**src/tsds_pkg.sv**
```systemverilog
// ----------------------------------------------------------------------------
// tsds_pkg
// Shared types, codes and decode tables for the teleprinter shift decoder.
// ----------------------------------------------------------------------------
`default_nettype none

package tsds_pkg;

  // Screen geometry.
  localparam int SCREEN_ROWS  = 16;
  localparam int SCREEN_COLS  = 40;
  localparam int SCREEN_CELLS = SCREEN_ROWS * SCREEN_COLS;
  localparam int RowW  = $clog2(SCREEN_ROWS);
  localparam int ColW  = $clog2(SCREEN_COLS + 1);
  localparam int AddrW = $clog2(SCREEN_CELLS);

  // Queue between the decoder and the screen side.
  localparam int QDEPTH = 4;
  localparam int QPtrW  = $clog2(QDEPTH);
  localparam int QCntW  = $clog2(QDEPTH + 1);

  // Item kinds.
  localparam logic [1:0] KIND_CODE  = 2'd0;
  localparam logic [1:0] KIND_RAW   = 2'd1;
  localparam logic [1:0] KIND_SHIFT = 2'd2;
  localparam logic [1:0] KIND_READ  = 2'd3;

  // Result events.
  localparam logic [2:0] EV_SHIFT_LET = 3'd0;
  localparam logic [2:0] EV_SHIFT_FIG = 3'd1;
  localparam logic [2:0] EV_STORED    = 3'd2;
  localparam logic [2:0] EV_DROPPED   = 3'd3;
  localparam logic [2:0] EV_NEXT_LINE = 3'd4;
  localparam logic [2:0] EV_SCROLLED  = 3'd5;
  localparam logic [2:0] EV_COL_RESET = 3'd6;
  localparam logic [2:0] EV_READ      = 3'd7;

  // Special characters.
  localparam logic [7:0] CH_SHIFT_LET = 8'd200;
  localparam logic [7:0] CH_SHIFT_FIG = 8'd201;
  localparam logic [7:0] CH_CR        = 8'd13;
  localparam logic [7:0] CH_LF        = 8'd10;
  localparam logic [7:0] CH_SPACE     = 8'd32;
  localparam logic [7:0] CH_NONE      = 8'd0;
  localparam logic [7:0] CODE_MAX     = 8'd31;

  localparam logic [7:0] LETTERS_TAB [32] = '{
    8'h50, 8'h51, 8'h57, 8'h45, 8'h52, 8'h54, 8'h59, 8'h55,
    8'h49, 8'h4F, 8'h4A, 8'hC9, 8'h53, 8'h5A, 8'h4B, 8'hC8,
    8'h20, 8'h46, 8'h0D, 8'h44, 8'h20, 8'h48, 8'h4E, 8'h4D,
    8'h0A, 8'h4C, 8'h58, 8'h47, 8'h41, 8'h42, 8'h43, 8'h56
  };

  localparam logic [7:0] FIGURES_TAB [32] = '{
    8'h30, 8'h31, 8'h32, 8'h33, 8'h34, 8'h35, 8'h36, 8'h37,
    8'h38, 8'h39, 8'h20, 8'hC9, 8'h22, 8'h2B, 8'h28, 8'hC8,
    8'h20, 8'h24, 8'h0D, 8'h3B, 8'h20, 8'h6C, 8'h2C, 8'h2E,
    8'h0A, 8'h29, 8'h2F, 8'h23, 8'h2D, 8'h3F, 8'h3A, 8'h3D
  };

  // One decoded operation for the screen side.
  typedef struct packed {
    logic [2:0]       ev;
    logic [3:0]       row;
    logic [5:0]       col;
    logic [7:0]       ch;
    logic             shift;
    logic             mem_we;
    logic             mem_re;
    logic [AddrW-1:0] addr;
  } tsds_op_t;

  // Physical row of a visible row, given the top-row pointer.
  function automatic logic [RowW-1:0] phys_row(logic [RowW-1:0] top,
                                               logic [RowW-1:0] vis);
    logic [RowW:0] sum;
    sum = {1'b0, top} + {1'b0, vis};
    if (sum >= (RowW+1)'(SCREEN_ROWS)) begin
      sum = sum - (RowW+1)'(SCREEN_ROWS);
    end
    return sum[RowW-1:0];
  endfunction

  function automatic logic [AddrW-1:0] cell_addr(logic [RowW-1:0] prow,
                                                 logic [ColW-1:0] col);
    return AddrW'(prow) * AddrW'(SCREEN_COLS) + AddrW'(col);
  endfunction

endpackage

`default_nettype wire

```
**src/tsds_queue.sv**
```systemverilog
// ----------------------------------------------------------------------------
// tsds_queue
// Short FIFO of decoded operations between the decoder and the screen side.
// ----------------------------------------------------------------------------
`default_nettype none

module tsds_queue (
  input  wire logic               clk,
  input  wire logic               rst,
  input  wire logic               push,
  input  wire tsds_pkg::tsds_op_t push_op,
  output logic                    full,
  input  wire logic               pop,
  output logic                    nonempty,
  output tsds_pkg::tsds_op_t      head_op
);

  tsds_pkg::tsds_op_t          slots [tsds_pkg::QDEPTH];
  logic [tsds_pkg::QPtrW-1:0]  wr_ptr;
  logic [tsds_pkg::QPtrW-1:0]  rd_ptr;
  logic [tsds_pkg::QCntW-1:0]  count;

  assign full     = (count == tsds_pkg::QCntW'(tsds_pkg::QDEPTH));
  assign nonempty = (count != '0);
  assign head_op  = slots[rd_ptr];

  always_ff @(posedge clk) begin
    if (push) begin
      slots[wr_ptr] <= push_op;
    end
  end

  always_ff @(posedge clk) begin
    if (rst) begin
      wr_ptr <= '0;
      rd_ptr <= '0;
      count  <= '0;
    end else begin
      if (push) begin
        wr_ptr <= (wr_ptr == tsds_pkg::QPtrW'(tsds_pkg::QDEPTH - 1)) ? '0 : wr_ptr + 1'b1;
      end
      if (pop) begin
        rd_ptr <= (rd_ptr == tsds_pkg::QPtrW'(tsds_pkg::QDEPTH - 1)) ? '0 : rd_ptr + 1'b1;
      end
      case ({push, pop})
        2'b10:   count <= count + 1'b1;
        2'b01:   count <= count - 1'b1;
        default: count <= count;
      endcase
    end
  end

  a_no_pop_empty: assert property (@(posedge clk) disable iff (rst)
    pop |-> count != '0)
    else $error("pop from empty queue");

  a_no_push_full: assert property (@(posedge clk) disable iff (rst)
    push |-> !full || pop)
    else $error("push into full queue");

  a_count_bound: assert property (@(posedge clk) disable iff (rst)
    count <= tsds_pkg::QCntW'(tsds_pkg::QDEPTH))
    else $error("queue count out of range");

endmodule

`default_nettype wire

```
**config.mk**
```make
export PLATFORM = sky130hd
export DESIGN_NAME = tsds_queue
export DESIGN_NICKNAME = d
export VERILOG_FILES = /design/src/tsds_pkg.sv /design/src/tsds_queue.sv
export SDC_FILE = /design/constraint.sdc
export NUM_CORES = 1
export LEC_CHECK = 0
export BUFFER_PORTS_ARGS = -buffer_cell sky130_fd_sc_hd__buf_2
export CAP_MARGIN = 5
export CORE_ASPECT_RATIO = 0.7
export CORE_MARGIN = 2
export CORE_UTILIZATION = 61
export CTS_CLUSTER_SIZE = 25
export DETAILED_ROUTE_END_ITERATION = 7
export PLACE_DENSITY = 0.89
export SKIP_CTS_REPAIR_TIMING = 1
export SLEW_MARGIN = 40
export SYNTH_ARGS = -nofsm -noshare
export SYNTH_HDL_FRONTEND = slang
export SYNTH_SLANG_ARGS = --single-unit
```
**constraint.sdc**
```tcl
create_clock -name clk -period 3.85 [get_ports clk]
set_input_delay 0.385 -clock clk [delete_from_list [all_inputs] [get_ports clk]]
set_output_delay 0.385 -clock clk [all_outputs]
set_load 0.005 [all_outputs]
```
Word-level counts from Yosys, hierarchy flattened
Memory sizes are Yosys's and may differ from the RTL's. A register that Yosys moved wholly into a read port is not among the register bits.
Cells that the tools add are included.
{ "op_classes": {"n_addsub": 4, "n_eq_ne": 5, "mux": 7, "reduce_logical": 2} }
{ "op_table": {"columns": ["op", "count"], "rows": [
  ["$mux W2", 4],
  ["$eq A2 B2 Y1 const B", 3],
  ["$pmux W3 S2", 1],
  ["$add A2 B1 Y2 const B", 2],
  ["$add A3 B1 Y3 const B", 1],
  ["$eq A3 B3 Y1 const B", 1],
  ["$reduce_bool A3 Y1", 1],
  ["$sub A3 B1 Y3 const B", 1],
  ["$eq A2 B1 Y1 const B", 1],
  ["$mux W1", 2],
  ["$reduce_bool A2 Y1", 1]
]} }
{ "word_totals": {"reg_bits": 7, "ram_bits": 136, "out_inout_bits": 36, "word_cells": 22, "mem_count": 1} }
{ "mem_list": {"columns": ["memory", "words", "word_bits", "rd", "rd_clocked_by_memory_dff", "wr", "line", "text"], "rows": [
  ["slots", 4, 34, 1, 1, 1, "tsds_queue.sv:18", "tsds_pkg::tsds_op_t slots [tsds_pkg::QDEPTH];"]
]} }

Longest topological paths before layout
{ "depth": {"word_depth": 4, "mapped_depth": 6, "mapped_depth_nobuf": 6} }

Worst setup path before layout
OpenSTA, ideal clock, no wires.
{ "synth_path": {"kind": "register to register", "from": "register wr_ptr[0] (netlist bit)", "to": "memory slots[3][0] (netlist bit), enable pin", "setup_time_ns": 0.394, "t_arrival_ns": 1.387, "slack_ns": 2.069, "path_stages_with_launch": 3, "path_buffers": 0, "path_cell_list": "dfxtp_1 -> ha_1 -> and2_1"} }
{ "synth_lines": {"columns": ["element", "line", "text"], "rows": [
  ["from (decl)", "tsds_queue.sv:19", "logic [tsds_pkg::QPtrW-1:0] wr_ptr;"],
  ["from (signal assigned)", "tsds_queue.sv:40", "wr_ptr <= (wr_ptr == tsds_pkg::QPtrW'(tsds_pkg::QDEPTH - 1)) ? '0 : wr_ptr + 1'b1;"],
  ["to (decl)", "tsds_queue.sv:18", null]
]} }
Straight into the memory's write port.

==> results_tabular.tex <==
\begin{tabular}{lr}
\hline
Metric & Value \\
\hline
\multicolumn{2}{l}{\textbf{Detailed routing}} \\
\quad Vias/cell & 5.70 \\
\quad Initial drt markers & around 240 \\
\quad Final routed wirelength across all metal layers & 9.05 mm \\
\quad Antenna Violating Nets Remaining & 0 \\
\quad \# DRC & 0 \\
\quad Vias after detailed routing & approximately 2500 \\
\quad Number of iterations in the first detailed-routing pass & 4 \\
\quad Post-detailed-route wirelength per cell & a little over 20 um \\
\multicolumn{2}{l}{\textbf{Global route}} \\
\quad Wire length of the first global-routing pass & 13.8 mm \\
\quad Leftover overflow at the end of global routing & 0 \\
\quad Gr usage total & roughly a fifth \\
\quad Initial antenna violation count & 0 \\
\quad Vias in the first global route & 2550 \\
\quad Maximum number of pins on one net before global-route repair & 35 \\
\multicolumn{2}{l}{\textbf{Placed design}} \\
\quad Gpl congestion & $\sim$0.67 \\
\quad Number of placed instances with taps included & slightly above 400 \\
\quad Number of buffer cells added on primary ports & between 70 and 80 \\
\quad DP Wirelength & between 5 and 6 mm \\
\quad Worst Setup Slack post-DPL & around 1.5 ns \\
\multicolumn{2}{l}{\textbf{Layout}} \\
\quad Inserted Diodes & 0 \\
\quad Final-layout fill cell count & $\sim$490 \\
\quad Most common library cell in the layout ignoring fill and taps & sky130\_fd\_sc\_hd\_\_edfxtp\_1 \\
\quad Number of cells in the finished layout apart from fillers & 438 \\
\quad Final net count & around 350 \\
\quad Most frequent cells in the layout & sky130\_fd\_sc\_hd\_\_edfxtp\_1, sky130\_fd\_sc\_hd\_\_buf\_2, sky130\_fd\_sc\_hd\_\_mux4\_2 \\
\quad Ratio of cells with drive above 1 in the final layout & 41.5\% \\
\quad Post-Route Utilization & 74.9\% \\
\quad Layout Area Growth over Synthesis & 18.1\% \\
\multicolumn{2}{l}{\textbf{Synth}} \\
\quad Synthesized area & around 0.0054 mm\^{}2 \\
\quad Cell variety after synth & 20 \\
\quad Simple-gate area share of the yosys netlist & between 1.5 and 2\% \\
\quad Portion of netlist area occupied by mux cells & roughly 15\% \\
\quad Async set or reset register ratio after synthesis & 0\% \\
\quad Net count after synthesis & about 270 \\
\quad Prevailing post-synth register cell & sky130\_fd\_sc\_hd\_\_edfxtp\_1 \\
\quad Yosys warning count & 0 \\
\quad XOR/XNOR Fraction of Synth Area & less than 1\% \\
\quad Number of enable-type register cells in the synthesized netlist & roughly 140 \\
\quad Gate count of the mapped netlist & roughly 220 \\
\quad Compound-Gate Fraction of Synth Area & less than 1\% \\
\quad Average cell area after synthesis & around 24 um\^{}2 \\
\quad FF+latch count, synth & about 150 \\
\quad Largest family of logic cells by synthesized area & multiplexers \\
\quad Share of synthesized area occupied by flip-flops and latches & between 70\% and 80\% \\
\quad Adder-cell share of the synthesized area & 1.76\% \\
\multicolumn{2}{l}{\textbf{Setup path}} \\
\quad Startpoint class of the critical path & flop \\
\quad Critical-path maximum fanout & 18 \\
\quad Data required time at the worst endpoint & roughly 3.5 ns \\
\quad Data arrival time of the worst path & about 2.3 ns \\
\quad Crit path capture type & output pin \\
\quad Critical path class & reg -> out \\
\multicolumn{2}{l}{\textbf{Timing}} \\
\quad Final Hold Violating Endpoints & 0 \\
\quad Share of the clock period used by the worst path & 69.7\% \\
\quad RSZ-0062 raised after global routing & no \\
\quad Worst Skew & 0.00454 ns \\
\quad Worst setup slack after layout & 1.17 ns \\
\quad Final min period & about 2.7 ns \\
\quad Setup Viol. Count Final & 0 \\
\quad Normalized max-slew margin & between 60\% and 70\% \\
\quad Slew at the pin closest to its max-slew limit & $\sim$0.60 ns \\
\quad Sum Neg Setup Slack & 0 ns \\
\quad Max Clk Rate & 373 MHz \\
\quad Number of slew-limit violations in the final report & 0 \\
\multicolumn{2}{l}{\textbf{Die}} \\
\quad Count of boundary I/O pins & 74 \\
\quad Vertical die dimension & about 83 um \\
\quad Die X & around 120 um \\
\quad Placement row count & 28 \\
\quad Core region area & about 0.0085 mm\^{}2 \\
\quad Initial cell density of the core & approximately 63\% \\
\quad Area enclosed by the die boundary & 0.00962 mm\^{}2 \\
\multicolumn{2}{l}{\textbf{Clocking}} \\
\quad Clock H-tree levels & 4 \\
\quad Number of CTS-inserted buffers & 17 \\
\quad Master cell of the clock root buffer & sky130\_fd\_sc\_hd\_\_clkbuf\_16 \\
\quad Number of buffers between clock root and the deepest sink & 2 \\
\quad TritonCTS clock tree & built \\
\quad Clock latency on the worst-skew pair & roughly 0.4 ns \\
\quad Clock sink total & 145 \\
\quad Reg clk slew, reported paths & 0.06 ns \\
\multicolumn{2}{l}{\textbf{Power and ir drop}} \\
\quad Overall power after layout & 3.56 mW \\
\quad Leakage power of the design & approximately 2.2 nW \\
\quad Worst ir drop on vdd & between 0.4 and 0.5 mV \\
\quad Areal power density over the cells & around 560 mW/mm\^{}2 \\
\multicolumn{2}{l}{\textbf{Status}} \\
\quad Status & finished, final reports clean \\
\multicolumn{2}{l}{\textbf{Hold path}} \\
\quad Path class of the lowest-slack min-delay path & in -> reg \\
\multicolumn{2}{l}{\textbf{Job}} \\
\quad Number of max-cap violations & 0 \\
\hline
\end{tabular}
## logic make-up after synthesis
| kind of cell | count (synthesis) |
|---|---|
| DFF | 145 |
| muxes | 37 |
| and+or+nand+nor | 15 |
| buffers and inverters | 12 |
| adders and majority gates | 7 |
| AOI/OAI and AO/OA | 4 |
| xor gates and xnor gates | 2 |
## metrics by stage
step / instance area [um^2] / hold WS [ns]
global route: 6370 / 0.176
detailed placement: 5840 / 0.508
global placement: 5840 / 0.475
floorplan: 5400 / 0.454
finish: 6370 / 0.192
CTS: 6370 / 0.163
## critical path, cell delays in order (launching register included)
cell                      delay [ns]
sky130_fd_sc_hd__dfxtp_2        0.71
sky130_fd_sc_hd__buf_4          0.43
sky130_fd_sc_hd__mux4_2         0.58
sky130_fd_sc_hd__buf_2          0.15
## layout make-up
cell class                      count  area (um^2)  area share [%]
Tap cell                          120          150            2.36
Timing Repair Buffer               74          373            5.85
Multi-Input combinational cell     65         1040            16.3
Clock buffer                       19          433            6.79
Clock inverter                     11         97.6            1.53
Sequential cell                   145         4270            67.0
Inverter                            4         15.0           0.236
## synth_stat cells, types with 2 or more instances
master                     number  area share (%)
sky130_fd_sc_hd__nor2_1         6            0.42
sky130_fd_sc_hd__mux4_1         4             1.9
sky130_fd_sc_hd__mux4_2        30              13
sky130_fd_sc_hd__ha_1           6             1.4
sky130_fd_sc_hd__inv_1          4            0.28
sky130_fd_sc_hd__dfxtp_1        9             3.3
sky130_fd_sc_hd__nor3b_1        3            0.42
sky130_fd_sc_hd__buf_12         3             1.1
sky130_fd_sc_hd__or3_1          2            0.23
sky130_fd_sc_hd__a21oi_1        3            0.28
sky130_fd_sc_hd__edfxtp_1     136              76
sky130_fd_sc_hd__mux2i_1        3            0.56
sky130_fd_sc_hd__and2_1         4            0.46
sky130_fd_sc_hd__buf_2          3            0.28
## flip-flops by register name (all words and copies together), names as in the netlist, named ones only
name / count
wr_ptr: 2
count: 3
rd_ptr: 2
slots: 136
## final timing paths
check	start	end	slack, ns	cells past startpoint
worst max-delay path	flop	head_op[29]	1.17	3
worst max register to register	wr_ptr[0]	slots[3][17]	2.38	2
worst min-delay path	push_op[7]	slots[1][7]	0.19	1
worst min register to register	count[2]	count[2]	0.52	2
## routing by layer
layer / wire [um] / up-vias / track usage (%)
met5: 0 / - / 0
met4: 58 / 0 / 6.07
met3: 740 / 8 / 9.56
met2: 4430 / 100 / 31.9
met1: 3830 / 1288 / 27.5
li1: - / 1100 / -
## power by group
group	total [mW]	internal (mW)	switching [mW]	leakage, nW
Combinational	0.243	0.129	0.114	0.634
Clock	1.48	0.926	0.554	0.261
Sequential	1.84	1.80	0.0394	1.32
Power figures use the tool's default switching activity.
