**src/tsds_pkg.sv**
```systemverilog
// ----------------------------------------------------------------------------
// tsds_pkg
// Shared types, codes and decode tables for the teleprinter shift decoder.
// ----------------------------------------------------------------------------
`default_nettype none

package tsds_pkg;

  // Screen geometry.
  localparam int SCREEN_ROWS  = 16;
  localparam int SCREEN_COLS  = 40;
  localparam int SCREEN_CELLS = SCREEN_ROWS * SCREEN_COLS;
  localparam int RowW  = $clog2(SCREEN_ROWS);
  localparam int ColW  = $clog2(SCREEN_COLS + 1);
  localparam int AddrW = $clog2(SCREEN_CELLS);

  // Queue between the decoder and the screen side.
  localparam int QDEPTH = 4;
  localparam int QPtrW  = $clog2(QDEPTH);
  localparam int QCntW  = $clog2(QDEPTH + 1);

  // Item kinds.
  localparam logic [1:0] KIND_CODE  = 2'd0;
  localparam logic [1:0] KIND_RAW   = 2'd1;
  localparam logic [1:0] KIND_SHIFT = 2'd2;
  localparam logic [1:0] KIND_READ  = 2'd3;

  // Result events.
  localparam logic [2:0] EV_SHIFT_LET = 3'd0;
  localparam logic [2:0] EV_SHIFT_FIG = 3'd1;
  localparam logic [2:0] EV_STORED    = 3'd2;
  localparam logic [2:0] EV_DROPPED   = 3'd3;
  localparam logic [2:0] EV_NEXT_LINE = 3'd4;
  localparam logic [2:0] EV_SCROLLED  = 3'd5;
  localparam logic [2:0] EV_COL_RESET = 3'd6;
  localparam logic [2:0] EV_READ      = 3'd7;

  // Special characters.
  localparam logic [7:0] CH_SHIFT_LET = 8'd200;
  localparam logic [7:0] CH_SHIFT_FIG = 8'd201;
  localparam logic [7:0] CH_CR        = 8'd13;
  localparam logic [7:0] CH_LF        = 8'd10;
  localparam logic [7:0] CH_SPACE     = 8'd32;
  localparam logic [7:0] CH_NONE      = 8'd0;
  localparam logic [7:0] CODE_MAX     = 8'd31;

  localparam logic [7:0] LETTERS_TAB [32] = '{
    8'h50, 8'h51, 8'h57, 8'h45, 8'h52, 8'h54, 8'h59, 8'h55,
    8'h49, 8'h4F, 8'h4A, 8'hC9, 8'h53, 8'h5A, 8'h4B, 8'hC8,
    8'h20, 8'h46, 8'h0D, 8'h44, 8'h20, 8'h48, 8'h4E, 8'h4D,
    8'h0A, 8'h4C, 8'h58, 8'h47, 8'h41, 8'h42, 8'h43, 8'h56
  };

  localparam logic [7:0] FIGURES_TAB [32] = '{
    8'h30, 8'h31, 8'h32, 8'h33, 8'h34, 8'h35, 8'h36, 8'h37,
    8'h38, 8'h39, 8'h20, 8'hC9, 8'h22, 8'h2B, 8'h28, 8'hC8,
    8'h20, 8'h24, 8'h0D, 8'h3B, 8'h20, 8'h6C, 8'h2C, 8'h2E,
    8'h0A, 8'h29, 8'h2F, 8'h23, 8'h2D, 8'h3F, 8'h3A, 8'h3D
  };

  // One decoded operation for the screen side.
  typedef struct packed {
    logic [2:0]       ev;
    logic [3:0]       row;
    logic [5:0]       col;
    logic [7:0]       ch;
    logic             shift;
    logic             mem_we;
    logic             mem_re;
    logic [AddrW-1:0] addr;
  } tsds_op_t;

  // Physical row of a visible row, given the top-row pointer.
  function automatic logic [RowW-1:0] phys_row(logic [RowW-1:0] top,
                                               logic [RowW-1:0] vis);
    logic [RowW:0] sum;
    sum = {1'b0, top} + {1'b0, vis};
    if (sum >= (RowW+1)'(SCREEN_ROWS)) begin
      sum = sum - (RowW+1)'(SCREEN_ROWS);
    end
    return sum[RowW-1:0];
  endfunction

  function automatic logic [AddrW-1:0] cell_addr(logic [RowW-1:0] prow,
                                                 logic [ColW-1:0] col);
    return AddrW'(prow) * AddrW'(SCREEN_COLS) + AddrW'(col);
  endfunction

endpackage

`default_nettype wire

```
**src/tsds_front.sv**
```systemverilog
// ----------------------------------------------------------------------------
// tsds_front
// Decoder: classifies items, tracks shift, cursor and scroll, and emits ops.
// ----------------------------------------------------------------------------
`default_nettype none

module tsds_front (
  input  wire logic                clk,
  input  wire logic                rst,
  input  wire logic                accept,
  input  wire logic [1:0]          kind,
  input  wire logic [7:0]          code,
  input  wire logic                shift_value,
  input  wire logic [3:0]          read_row,
  input  wire logic [5:0]          read_col,
  output tsds_pkg::tsds_op_t       op
);

  logic                          shift;
  logic                          shift_next;
  logic [tsds_pkg::RowW-1:0]     top;
  logic [tsds_pkg::RowW-1:0]     top_next;
  logic [tsds_pkg::RowW-1:0]     cursor_row;
  logic [tsds_pkg::RowW-1:0]     cursor_row_next;
  logic [tsds_pkg::ColW-1:0]     cursor_col;
  logic [tsds_pkg::ColW-1:0]     cursor_col_next;
  // Written prefix length of the cursor row; cells at or beyond it read as space.
  logic [tsds_pkg::ColW-1:0]     cur_fill;
  logic [tsds_pkg::ColW-1:0]     cur_fill_next;
  logic [tsds_pkg::ColW-1:0]     fill [tsds_pkg::SCREEN_ROWS];

  logic [7:0]                    ch_dec;
  logic [7:0]                    ch_put;
  logic [tsds_pkg::RowW-1:0]     phys_cur;
  logic [tsds_pkg::RowW-1:0]     phys_rd;
  logic                          rd_in_range;
  logic                          fill_we;
  logic                          scroll;

  assign phys_cur = tsds_pkg::phys_row(top, cursor_row);
  assign phys_rd  = tsds_pkg::phys_row(top, tsds_pkg::RowW'(read_row));
  assign rd_in_range = (int'(read_row) < tsds_pkg::SCREEN_ROWS) &&
                       (int'(read_col) < tsds_pkg::SCREEN_COLS);

  always_comb begin
    if (code > tsds_pkg::CODE_MAX) begin
      ch_dec = tsds_pkg::CH_SPACE;
    end else if (shift) begin
      ch_dec = tsds_pkg::FIGURES_TAB[code[4:0]];
    end else begin
      ch_dec = tsds_pkg::LETTERS_TAB[code[4:0]];
    end
    ch_put = (kind == tsds_pkg::KIND_RAW) ? code : ch_dec;
  end

  always_comb begin
    shift_next      = shift;
    top_next        = top;
    cursor_row_next = cursor_row;
    cursor_col_next = cursor_col;
    cur_fill_next   = cur_fill;
    fill_we         = 1'b0;
    scroll          = 1'b0;
    op.ev     = tsds_pkg::EV_READ;
    op.row    = 4'(cursor_row);
    op.col    = 6'(cursor_col);
    op.ch     = ch_put;
    op.mem_we = 1'b0;
    op.mem_re = 1'b0;
    op.addr   = tsds_pkg::cell_addr(phys_cur, cursor_col);

    case (kind)
      tsds_pkg::KIND_SHIFT: begin
        shift_next = shift_value;
        op.ev = shift_value ? tsds_pkg::EV_SHIFT_FIG : tsds_pkg::EV_SHIFT_LET;
        op.ch = tsds_pkg::CH_NONE;
      end
      tsds_pkg::KIND_READ: begin
        op.ev     = tsds_pkg::EV_READ;
        op.row    = read_row;
        op.col    = read_col;
        op.addr   = tsds_pkg::cell_addr(phys_rd, tsds_pkg::ColW'(read_col));
        if (!rd_in_range) begin
          op.ch = tsds_pkg::CH_NONE;
        end else if (tsds_pkg::ColW'(read_col) < fill[phys_rd]) begin
          op.mem_re = 1'b1;
        end else begin
          op.ch = tsds_pkg::CH_SPACE;
        end
      end
      default: begin
        if (kind == tsds_pkg::KIND_CODE && ch_dec == tsds_pkg::CH_SHIFT_LET) begin
          shift_next = 1'b0;
          op.ev = tsds_pkg::EV_SHIFT_LET;
        end else if (kind == tsds_pkg::KIND_CODE &&
                     ch_dec == tsds_pkg::CH_SHIFT_FIG) begin
          shift_next = 1'b1;
          op.ev = tsds_pkg::EV_SHIFT_FIG;
        end else if (ch_put == tsds_pkg::CH_CR) begin
          cursor_col_next = '0;
          cur_fill_next   = '0;
          if (cursor_row < tsds_pkg::RowW'(tsds_pkg::SCREEN_ROWS - 1)) begin
            cursor_row_next = cursor_row + 1'b1;
            op.ev = tsds_pkg::EV_NEXT_LINE;
          end else begin
            scroll = 1'b1;
            top_next = (top == tsds_pkg::RowW'(tsds_pkg::SCREEN_ROWS - 1)) ?
                       '0 : top + 1'b1;
            op.ev = tsds_pkg::EV_SCROLLED;
          end
          op.row = 4'(cursor_row_next);
          op.col = '0;
        end else if (ch_put == tsds_pkg::CH_LF) begin
          cursor_col_next = '0;
          op.ev  = tsds_pkg::EV_COL_RESET;
          op.col = '0;
        end else if (cursor_col < tsds_pkg::ColW'(tsds_pkg::SCREEN_COLS)) begin
          op.ev     = tsds_pkg::EV_STORED;
          op.mem_we = 1'b1;
          cursor_col_next = cursor_col + 1'b1;
          fill_we = 1'b1;
          if (cursor_col == cur_fill) begin
            cur_fill_next = cur_fill + 1'b1;
          end
        end else begin
          op.ev = tsds_pkg::EV_DROPPED;
        end
      end
    endcase
    op.shift = shift_next;
  end

  always_ff @(posedge clk) begin
    if (rst) begin
      shift      <= 1'b0;
      top        <= '0;
      cursor_row <= '0;
      cursor_col <= '0;
      cur_fill   <= '0;
      for (int i = 0; i < tsds_pkg::SCREEN_ROWS; i++) begin
        fill[i] <= '0;
      end
    end else if (accept) begin
      shift      <= shift_next;
      top        <= top_next;
      cursor_row <= cursor_row_next;
      cursor_col <= cursor_col_next;
      cur_fill   <= cur_fill_next;
      if (fill_we) begin
        fill[phys_cur] <= cur_fill_next;
      end else if (scroll) begin
        // The old top row becomes the new bottom row and reads as blank.
        fill[top] <= '0;
      end
    end
  end

  a_cursor_within_fill: assert property (@(posedge clk) disable iff (rst)
    cursor_col <= cur_fill)
    else $error("cursor column beyond written prefix of its row");

  a_fill_bound: assert property (@(posedge clk) disable iff (rst)
    cur_fill <= tsds_pkg::ColW'(tsds_pkg::SCREEN_COLS))
    else $error("row fill count exceeds screen width");

  a_scroll_bottom: assert property (@(posedge clk) disable iff (rst)
    accept && op.ev == tsds_pkg::EV_SCROLLED && kind != tsds_pkg::KIND_READ |=>
      cursor_row == tsds_pkg::RowW'(tsds_pkg::SCREEN_ROWS - 1))
    else $error("scroll left the cursor off the bottom row");

endmodule

`default_nettype wire

```
**config.mk**
```make
export PLATFORM = sky130hd
export DESIGN_NAME = tsds_front
export DESIGN_NICKNAME = d
export VERILOG_FILES = /design/src/tsds_pkg.sv /design/src/tsds_front.sv
export SDC_FILE = /design/constraint.sdc
export NUM_CORES = 1
export LEC_CHECK = 0
export BUFFER_PORTS_ARGS = -buffer_cell sky130_fd_sc_hd__clkbuf_2
export CAP_MARGIN = 20
export CORE_ASPECT_RATIO = 0.8
export CORE_MARGIN = 2
export CORE_UTILIZATION = 45
export CTS_BUF_LIST = sky130_fd_sc_hd__clkbuf_8
export CTS_CLUSTER_SIZE = 25
export DETAILED_ROUTE_END_ITERATION = 10
export GPL_ROUTABILITY_DRIVEN = 0
export SLEW_MARGIN = 20
export SYNTH_ARGS = -nofsm -noshare
export SYNTH_HDL_FRONTEND = slang
export SYNTH_SLANG_ARGS = --single-unit
```
**constraint.sdc**
```tcl
create_clock -name clk -period 4.5 [get_ports clk]
set_input_delay 0.225 -clock clk [delete_from_list [all_inputs] [get_ports clk]]
set_output_delay 0.225 -clock clk [all_outputs]
set_load 0.01 [all_outputs]
```
* After elaboration in Yosys (flattened, before gate mapping)
Memories as Yosys holds them, arrays and structs flattened.
Cells that the tools add are included.
** Storage, ports and cells
- Flip-flop bits (word level) :: 21
- RAM bits :: 96
- Memory bits (read-only) :: 512
- Bits of input ports :: 24
- Output and inout bits :: 34
- Logic and storage cells :: 124
- Memories kept :: 3
** Operators by class
- Add/sub/neg operators :: 10
- Multipliers :: 2
- Order comparisons :: 8
- Eq/ne operators :: 9
- Multiplexer cells :: 72
- Bitwise gates (word level) :: 5
- Reduce and logical (&&, ||, !) cells :: 10
** Memories
- (no name shown) :: words 32, width 8, read ports 1, clocked after Yosys merged registers in 0, write ports 0, RTL line tsds_front.sv:51 : ch_dec = tsds_pkg::LETTERS_TAB[code[4:0]];
- (no name shown) :: words 32, width 8, read ports 1, clocked after Yosys merged registers in 0, write ports 0, RTL line tsds_front.sv:49 : ch_dec = tsds_pkg::FIGURES_TAB[code[4:0]];
- fill :: words 16, width 6, read ports 1, clocked after Yosys merged registers in 0, write ports 16, RTL line tsds_front.sv:30 : logic [tsds_pkg::ColW-1:0] fill [tsds_pkg::SCREEN_ROWS];
** Operators with widths (number)
- $mux W6 :: 14
- $mux W8 :: 9
- $mux W1 :: 31
- $mux W4 :: 7
- $add A10 B6 Y10 :: 2
- $mux W10 :: 2
- $pmux W10 S2 :: 1
- $eq A8 B4 Y1 const B :: 2
- $eq A8 B8 Y1 const B :: 2
- $pmux W8 S2 :: 1
- $mul A4 B3 Y7 const B :: 2
- $add A6 B1 Y6 const B :: 2
- $lt A6 B6 Y1 const B :: 2
- $mux W3 :: 4
- $reduce_or A6 Y1 :: 2
- $mux W11 :: 1
- $add A4 B4 Y5 :: 2
- $ge A5 B5 Y1 const B :: 2
- $add A4 B1 Y4 const B :: 2
- $gt A8 B5 Y1 const B :: 1
- $sub A4 B1 Y4 const B :: 2
- $eq A6 B6 Y1 :: 1
- $ge A6 B6 Y1 const B :: 1
- $lt A6 B6 Y1 :: 1
- other kinds (15) :: 20

* Longest topological paths before layout
- Depth in word-level cells :: 20
- Gate-level depth with buffers :: 17

* Least setup slack after synthesis
Ideal clock, no wire load.
- Path type :: reg-to-output
- Start :: reg top[0] (netlist bit)
- End :: out op[14] (netlist bit)
- Data arrival time :: 3969 ps
- Data required time :: 4275 ps
- Path slack :: 306 ps
- Cell stages (with the launch flop) :: 15
- Path buffers :: 2
- Cells stage by stage :: dfxtp_1 ha_1 clkbuf_1 buf_1 mux4_2 mux2_2 o21ai_0 ha_1 a21o_1 a21o_1 nor4_1 a21oi_1 nor2_1 nor2_1 nor2_1
** RTL lines
- from (decl) :: RTL line tsds_front.sv:21 : logic [tsds_pkg::RowW-1:0] top;
- from (signal assigned) :: RTL line tsds_front.sv:145 : top <= top_next;
- to (decl) :: RTL line tsds_front.sv:16 : output tsds_pkg::tsds_op_t op

==> summary.txt <==
Finish
  • P&R area growth vs syn: 11.7%
  • Layout cells sized above 1: 22.2%
  • Design area: 9580 um2
  • Nets: 973
  • Finished Layout Cells: 1,177
  • Ant. Diodes: 0

Synth
  • Post-synthesis sequential area ratio: 38.5%
  • Post-synth ARST share: 0%
  • Xor/xnor cell area share of the yosys netlist: 2.14%
  • Post-synthesis instance total: 860
  • Synth Net Count: 927
  • Top post-synthesis cells by area: edfxtp_1 (34%), mux4_2 (6.6%), a21oi_1 (5.8%), ha_1 (5.4%), dfxtp_1 (4.9%)
  • Cell taking the most area after synthesis: edfxtp_1
  • Post-synthesis instance area: 8580 um2
  • Main synth FF type: edfxtp_1
  • Netlist cell types: 90
  • Commonest cells post-synth: a21oi_1 (99), edfxtp_1 (96), nor2_1 (80)
  • Multiplexer share of the synthesized area: 9.23%
  • Compound-gate portion of the synthesized area: 19.0%
  • Avg Inst Size Synth: 9.98 um2
  • Number of enable flip-flop cells after synthesis: 96
  • Yosys reg bits: 117
  • Simple-gate area share of the yosys netlist: 19.7%
  • Yosys warns: 0
  • Top-count cell post-synth: a21oi_1
  • Share of the synthesized area in the top cell type: 33.6%
  • Post-synthesis adder-cell area fraction: 6.80%
  • Main combinational cell family by area after synthesis: simple AND/OR/NAND/NOR gates

Floorplan
  • # rows: 45
  • Die W: 158 um
  • I/O pin count: 58
  • Initial Util: 45.6%
  • Die Area: 20,200 um2
  • Die height: 128 um
  • Core ar.: 18,800 um2

Setup path
  • Largest stage delay on the critical path: 0.61 ns
  • Startpoint types: flip-flop
  • Crit path buf inv count: 2
  • Crit Path Class: reg2out
  • CP Capture Type: primary output
  • Slowest CP cell: fa_2
  • Worst path arrival time: 4.12 ns
  • Critical path depth in cells: 16
  • Required time of the critical path: 4.28 ns
  • CP cell instances: ha_1 -> fa_2 -> buf_12 -> mux4_2 -> nor2_1 -> o21ai_0 -> o21ai_1 -> ha_1 -> a21o_1 -> a21o_1 -> nor4_2 -> a21oi_2 -> nor2_4 -> nor2_1 -> nor2_1 -> clkbuf_2
  • Reg2reg start: shift$_SDFFE_PP0P_
  • Setup slack, reg-to-reg: 0.51 ns
  • Cell mode on critical path: nor2_1
  • Reg2reg end: fill[3][1]$_SDFFCE_PN0P_
  • Cell family contributing the most delay on the critical path: adder cells
  • Worst-path fanout max: 14
  • R2R cell count: 9

Worst hold path
  • Worst Hold Endpoint: cur_fill[5]$_SDFFE_PP0P_
  • Hold/Removal Path Class: in2reg
  • Hold wc startpoint: accept
  • Hold Path Stages: 2

CTS
  • Clock Path Buffers: 2
  • H-tree Lvls: 4
  • Reg clk slew, reported paths: 0.08 ns
  • Clk sinks: 117
  • CTS tree: done
  • Clock Tree Root: clkbuf_8
  • CTS Buf Count: 17
  • Skew-Pair Late Insertion Delay: 0.45 ns

Power
  • P_leak: 3.44 nW
  • Total power: 2.67 mW
  • Maximum vdd ir drop: 0.161 mV
  • PD cells: 278 nW/um2

GRT
  • Vias in the first global route: 6,574
  • Global-route wire length before repair: 38,000 um
  • Gr usage total: 24.9%
  • Global-route congestion overflow total: 0
  • Largest net degree at the start of global routing: 40
  • Initial antenna violation count: 0

Detailed routing
  • DRT iter0 DRCs: 869
  • Avg WL per Cell: 21.1 um
  • ANT nets after route: 0
  • Via count: 7,171
  • Pre-Repair DR Iteration Count: 5
  • Residual DRC: 0
  • Vias/cell: 6.09
  • Final wirelength: 24,800 um

Placement
  • Placed cell area: 9120 um2
  • Number of port buffers: 57
  • Dpl ws: 0.250 ns
  • Dpl hpwl: 17,800 um
  • Cell total after placement: 1,142

STA
  • Final setup skew: 0.0111 ns
  • Worst slew margin: 52.2%
  • Final Hold Vio Count: 0
  • Worst Max-Slew Pin Slew: 0.712 ns
  • Fin. max-slew vios: 0
  • Final setup viols: 0
  • Final hold slack: 0.224 ns
  • Final worst-path cycle share: 96.6%
  • F_max: 0.230 GHz
  • Min Clock Period, post-route: 4.35 ns
  • Final Worst Setup Slack: 0.153 ns

Run
  • Max-cap violations: 0

Run status
  • Status: finished clean
[metrics by stage]
step / setup TNS (ns) / utilization, %
after global placement: 0 / 48.5
final: 0 / 51.0
after floorplan: 0 / -
after global routing: -0.00761 / 51.0
after detailed placement: 0 / 48.5
after CTS: 0 / 50.7
[worst max path at each step]
stage	start	to	slack, ns
final	top[0]$_SDFFE_PP0P_	op[16]	0.15
after global routing	top[0]$_SDFFE_PP0P_	op[14]	-0.005
after CTS	top[0]$_SDFFE_PP0P_	op[16]	0.06
after detailed placement	top[0]$_SDFFE_PP0P_	op[16]	0.25
after global placement	top[0]$_SDFFE_PP0P_	op[14]	0.23
after floorplan	top[0]$_SDFFE_PP0P_	op[14]	0.31
[layer usage]
metal / track usage, % / vias to the layer above / share of wire [%]
met4: 5.14 / 0 / 0.85
met5: 0 / - / 0
met3: 4.44 / 21 / 8.2
met1: 39.1 / 3454 / 49
met2: 35.7 / 325 / 42
li1: - / 3371 / -
[where the power goes]
part | leakage (nW) | switching (mW) | internal, mW
Clock | 0.196 | 0.478 | 0.495
Sequential | 1.12 | 0.0248 | 1.21
Combinational | 2.12 | 0.279 | 0.183
Total | 3.44 | 0.782 | 1.89
[registers in the layout, summed over array words and instances (netlist names)]
register    flops
shift           1
cursor_col      6
cur_fill        6
fill           96
top             4
cursor_row      4
[placed cells by master (no fill, tap or decap), drive strengths merged, types with 5 or more instances in the layout]
master  Yosys  final
a21oi     102    102
edfxtp     96     96
nor2       81     81
clkbuf     37     75
nand2      56     56
ha         37     37
nand3      35     35
buf        29     35
o21ai      33     33
nor3       31     31
nand2b     26     26
mux4       25     25
dfxtp      21     21
inv        16     20
nor2b      15     15
nand3b     15     15
xnor2      13     13
a31oi      11     11
mux2i      10     10
mux2        9      9
a21o        9      9
xor2        8      8
a211oi      8      8
nand4b      8      8
clkinv      0      8
a22o        7      7
o211ai      7      7
nor4        7      7
nor3b       6      6
o21a        6      6
a21boi      6      6
fa          6      6
a22oi       6      6
or3         5      5
nand4       5      5
and2        5      5
[cells by family after synthesis]
logic type                 count (synthesis)
xor gates and xnor gates                  21
AOI/OAI and AO/OA                        241
adders and majority gates                 43
buffers and inverters                     82
and+or+nand+nor                          312
muxes                                     44
DFF                                      117
[timing repair]
item,4_1_cts,5_1_grt
pin swaps,1,2
endpoints found under the setup margin,8,10
gates resized for setup,3,7
setup buffers,2,0
cloned,0,1
hold buffers,0,0
[layout make-up]
cell class,instances,area [um2]
fillers,1773,9220
multi-input cells,661,4910
flip-flops and latches,117,3300
repair buffers,93,598
well taps,258,323
clock buffers,17,234
clock inverters,15,155
inverters,16,60.1
Note: power is estimated with default switching activity, not from simulation.
